**src/rtl/vr2d_pkg.sv**
```systemverilog
package vr2d_pkg;

	localparam int SQRT_STEPS = 32;
	localparam int DIV_STEPS  = 31;

	typedef struct packed {
		logic signed [31:0] in_x;
		logic signed [31:0] in_y;
		logic [30:0]        new_length;
	} in_beat_t;

	typedef struct packed {
		logic signed [31:0] out_x;
		logic signed [31:0] out_y;
		logic               zero_vector;
	} out_beat_t;

	typedef struct packed {
		logic [31:0] mx;
		logic [31:0] my;
		logic [30:0] tgt;
		logic        nx;
		logic        ny;
		logic        zero;
	} meta_t;

	typedef struct packed {
		logic nx;
		logic ny;
		logic zero;
	} flags_t;

endpackage

```
**src/rtl/vr2d_front.sv**
```systemverilog
module vr2d_front (
	input  logic              clk,
	input  logic              arst_n,
	input  logic              adv,
	input  logic              vld,
	input  vr2d_pkg::in_beat_t beat,
	output logic              vld_o,
	output vr2d_pkg::meta_t   meta_o,
	output logic [63:0]       sum_o
);

	vr2d_pkg::meta_t meta_c, meta_s1, meta_s2, meta_s3;
	logic            vld_s1, vld_s2, vld_s3;
	logic [63:0]     sqx_s2, sqy_s2, sum_s3;

	always_comb begin
		meta_c.nx   = beat.in_x[31];
		meta_c.ny   = beat.in_y[31];
		meta_c.mx   = beat.in_x[31] ? (~beat.in_x + 32'd1) : beat.in_x;
		meta_c.my   = beat.in_y[31] ? (~beat.in_y + 32'd1) : beat.in_y;
		meta_c.tgt  = beat.new_length;
		meta_c.zero = (beat.in_x == 32'sd0) && (beat.in_y == 32'sd0);
	end

	always_ff @(posedge clk or negedge arst_n) begin
		if (!arst_n) begin
			vld_s1 <= 1'b0;
			vld_s2 <= 1'b0;
			vld_s3 <= 1'b0;
		end else if (adv) begin
			vld_s1 <= vld;
			vld_s2 <= vld_s1;
			vld_s3 <= vld_s2;
		end
	end

	always_ff @(posedge clk) begin
		if (adv) begin
			meta_s1 <= meta_c;
			meta_s2 <= meta_s1;
			sqx_s2  <= {32'd0, meta_s1.mx} * {32'd0, meta_s1.mx};
			sqy_s2  <= {32'd0, meta_s1.my} * {32'd0, meta_s1.my};
			meta_s3 <= meta_s2;
			sum_s3  <= sqx_s2 + sqy_s2;
		end
	end

	assign vld_o  = vld_s3;
	assign meta_o = meta_s3;
	assign sum_o  = sum_s3;

endmodule

```
**config.mk**
```make
export PLATFORM = sky130hd
export DESIGN_NAME = vr2d_front
export DESIGN_NICKNAME = d
export VERILOG_FILES = /design/src/rtl/vr2d_pkg.sv /design/src/rtl/vr2d_front.sv
export SDC_FILE = /design/constraint.sdc
export NUM_CORES = 2
export LEC_CHECK = 0
export BUFFER_PORTS_ARGS = -buffer_cell sky130_fd_sc_hd__buf_2
export CORE_ASPECT_RATIO = 0.75
export CORE_UTILIZATION = 28
export CTS_BUF_LIST = sky130_fd_sc_hd__clkbuf_16
export DETAILED_ROUTE_END_ITERATION = 12
export PLACE_DENSITY = 0.47
export SYNTH_ARGS = -nofsm -noshare
export SYNTH_HDL_FRONTEND = slang
export SYNTH_SLANG_ARGS = --single-unit
```
**constraint.sdc**
```tcl
create_clock -name clk -period 10.14 [get_ports clk]
set_clock_uncertainty 0.15 [all_clocks]
set_input_delay 2.028 -clock clk [delete_from_list [all_inputs] [get_ports clk]]
set_output_delay 2.028 -clock clk [all_outputs]
set_load 0.005 [all_outputs]
```
==> qor.log <==
INFO  hold_path      min_path_type=register to register
INFO  cts            ctsHtreeMaxLevel=3
INFO  sta            report.final.slew_viol_count=0
INFO  flow_run       maxCapViolCount=0
INFO  worst_setup_path cp_arrival=10,100ps
INFO  drt            drt_first_iter_violations=2,872
INFO  finish         synthToLayoutAreaGrowth=10.4%
INFO  synthesis      post_synth_num_cell_types=79
INFO  sta            hold_violations=0
INFO  cts            tritoncts=done
INFO  cts            cts.reportedPaths.clkPinSlew=60ps
INFO  floorplanning  floorplan.die.width=612µm
INFO  drt            routed_wire_length_per_instance=19.4µm
INFO  finish         final.fill_count=28,500
INFO  placement      half_perimeter_wire_length_after_detailed_placement=184mm
INFO  worst_setup_path crit_required=10,530ps
INFO  synthesis      netlist_instances=7,556
INFO  worst_setup_path critPathCaptureType=register
INFO  worst_setup_path reg2reg_slack=440ps
INFO  floorplanning  core=277,000µm²
INFO  cts            clock_sink_count=485
INFO  global_route   grt_start_max_net_pins=155
INFO  sta            clock.fmax=103MHz
INFO  global_route   grt_pass1_vias=57,000
INFO  synthesis      post_synth_instance_area=78,200µm²
INFO  floorplanning  die_height=460µm
INFO  status         outcome=finished, final reports clean
INFO  synthesis      synth_ff_type=edfxtp_1
INFO  global_route   grt_antenna_before_repair=7
INFO  synthesis      synth.yosys.seq_area_share=0.186
INFO  sta            min_period=9700ps
INFO  worst_setup_path type_of_the_setup_path_with_the_least_slack=register to register
INFO  cts            worst_skew_pair.late_latency=700ps
INFO  synthesis      synth-warning-count=0
INFO  drt            routed_via_density=4.45
INFO  floorplanning  initial_core_util=0.282
INFO  finish         finalNetCount=10,100
INFO  drt            number_of_routed_nets_with_antenna_violations=0
INFO  floorplanning  die-area=281,000µm²
INFO  cts            cts_inserted_buffers=68
INFO  worst_setup_path critPathLaunchType=register
INFO  synthesis      synthesis.nets=9,899
INFO  synthesis      synth-seq-cells=485
INFO  hold_path      hold_depth=0
INFO  drt            detailroute.via_count=51,200
INFO  drt            drt_pre_antenna_iters=5
INFO  worst_setup_path r2r.worst_path.cells=26
INFO  cts            cts_hold_buf=0
INFO  sta            fin_setup_tns=0ps
INFO  floorplanning  placementRows=167
INFO  placement      globalplace.congestion=0.888
INFO  finish         regArea=14,500µm²
INFO  cts            post_cts_resize_count=0
INFO  synthesis      asyncSetResetFlopFracSynth=0.00619
INFO  sta            rsz0062_at_grt=false
INFO  sta            share_of_the_clock_period_used_by_the_worst_path_after_layout=0.957
INFO  finish         multiInputGateArea=55,200µm²
INFO  synthesis      avgSynthCellArea=10.3µm²
INFO  sta            setup_viol=0
INFO  global_route   grt_pass1_wl=347mm
INFO  floorplanning  top_level_ports=262
INFO  cts            root_buffer=clkbuf_16
INFO  cts            clock_path_buffers=3
INFO  drt            drcViolationCount=0
INFO  global_route   global_route.overflow_total=0
INFO  finish         layout-drive-gt1-share=0.0709
INFO  global_route   track_usage=0.162
INFO  synthesis      synth_edf_count=482
INFO  sta            worst_slew_pin_slew=1160ps
INFO  sta            slew-limit-headroom=0.225
INFO  worst_setup_path worstPathMaxFanout=21
INFO  placement      placement.io_buffers=261
INFO  drt            route.final.wire_length=223mm
-- placed cells by master, fill, tap and decap left out, types with 33 or more instances in the layout --
cell          n
inv_1      1961
fa_1       1585
ha_1        659
nand2_1     634
and2_1      488
edfxtp_1    482
buf_2       260
a21oi_1     221
xnor2_1     197
nor2_1      158
a21o_1      133
xor2_1      121
o21ai_0     120
buf_4       114
clkbuf_16    68
o21bai_1     38
nand4_1      35
nor2b_1      33
-- cell usage after synthesis (all sizes together) (11+ instances only) --
| library cell | count | area [µm²] |
|---|---|---|
| a211oi | 18 | 135 |
| a21boi | 11 | 82.6 |
| a21o | 133 | 998 |
| a21oi | 221 | 1110 |
| a31o | 31 | 272 |
| a31oi | 31 | 194 |
| and2 | 488 | 3050 |
| and3 | 23 | 144 |
| clkbuf | 276 | 1040 |
| edfxtp | 482 | 14500 |
| fa | 1585 | 31700 |
| ha | 659 | 8250 |
| inv | 1954 | 7330 |
| nand2 | 634 | 2380 |
| nand2b | 17 | 106 |
| nand3 | 31 | 155 |
| nand4 | 35 | 219 |
| nor2 | 158 | 593 |
| nor2b | 33 | 206 |
| nor3 | 25 | 125 |
| o211ai | 14 | 105 |
| o21a | 15 | 113 |
| o21ai | 127 | 636 |
| o21bai | 38 | 285 |
| o31ai | 24 | 185 |
| o41ai | 13 | 133 |
| or2 | 15 | 96.3 |
| or3 | 15 | 98.8 |
| or4 | 16 | 133 |
| xnor2 | 197 | 1730 |
| xor2 | 121 | 1060 |
-- cells by family (layout without fill, tap and decap cells) --
group / after synthesis / in the layout / synth area share
flip-flops: 485 / 485 / 0.186
AO/OA/AOI/OAI: 742 / 742 / 0.0619
XOR/XNOR: 318 / 318 / 0.0356
multiplexers: 11 / 11 / 0.00150
buffers and inverters: 2240 / 2460 / 0.108
other: 0 / 6 / 0
AND/OR/NAND/NOR: 1516 / 1516 / 0.0960
adder cells (fa/ha/maj): 2244 / 2244 / 0.511
-- worst max-delay path, cell delays in order (launching register included) --
cell and delay [ps]:
edfxtp_1 1010, buf_4 380, and2_1 470, a31oi_1 200, fa_1 550, inv_1 60
fa_1 500, inv_1 50, fa_1 520, inv_1 50, fa_1 460, fa_1 410
fa_1 560, inv_1 60, fa_1 470, inv_1 40, ha_1 380, nand2_1 110
or4_1 570, nor2_1 320, o21ai_0 140, a21oi_1 540, o21ai_1 320, o21ai_1 370
a21oi_1 260, or4_1 510, nand3_1 90
-- flip-flops by register name, indices dropped and copies added, names as in the netlist --
signal,cells
vld_s1,1
sum_o,64
meta_s2,98
sqx_s2,62
vld_o,1
sqy_s2,62
meta_o,98
vld_s2,1
meta_s1,98
-- what timing repair did --
item | 4_1_cts | 5_1_grt
setup buffers | 0 | 2
setup endpoints to repair | 0 | 1
hold endpoints to repair | 0 | 0
-- per-stage QoR --
stage	cell area (µm²)	utilization	setup slack [ps]	hold WS (ps)	instances
5_1_grt	86300	0.312	90.5	265	11500
6_report	86300	0.312	439	257	11500
2_1_floorplan	78200	-	2120	250	7556
4_1_cts	86300	0.312	545	258	11500
3_3_place_gp	84000	0.304	615	250	11400
3_5_place_dp	84000	0.304	587	255	11400
-- metal layers --
layer | share of wire | GRT usage | wire length, µm
met5 | 0 | 0 | 0
met3 | 0.054 | 0.0244 | 12000
met1 | 0.46 | 0.227 | 103000
met2 | 0.45 | 0.255 | 100000
met4 | 0.036 | 0.0562 | 8080
-- area by class of cell --
class                           count  area share
Sequential cell                   485       0.169
Multi-Input combinational cell   4831       0.640
Tap cell                         3718      0.0539
Clock inverter                     56     0.00657
Antenna cell                        6    0.000174
Inverter                         1956      0.0850
Timing Repair Buffer              380      0.0263
Clock buffer                       68      0.0197
-- path summary, 6_finish.rpt --
| check | from | end |
|---|---|---|
| setup / recovery | meta_s1[70]$_DFFE_PP_ | sqx_s2[63]$_DFFE_PP_ |
| min in group asynchronous | arst_n | vld_o$_DFFE_PN0P_ |
| hold / removal | meta_s1[6]$_DFFE_PP_ | meta_s2[6]$_DFFE_PP_ |
| max in group asynchronous | arst_n | vld_s1$_DFFE_PN0P_ |
| setup reg to reg | meta_s1[70]$_DFFE_PP_ | sqx_s2[63]$_DFFE_PP_ |
| hold reg to reg | meta_s1[6]$_DFFE_PP_ | meta_s2[6]$_DFFE_PP_ |
Power is left out: the tool's default activity adds up to more than one toggle a clock period on the data nets, which glitch-free logic cannot reach.
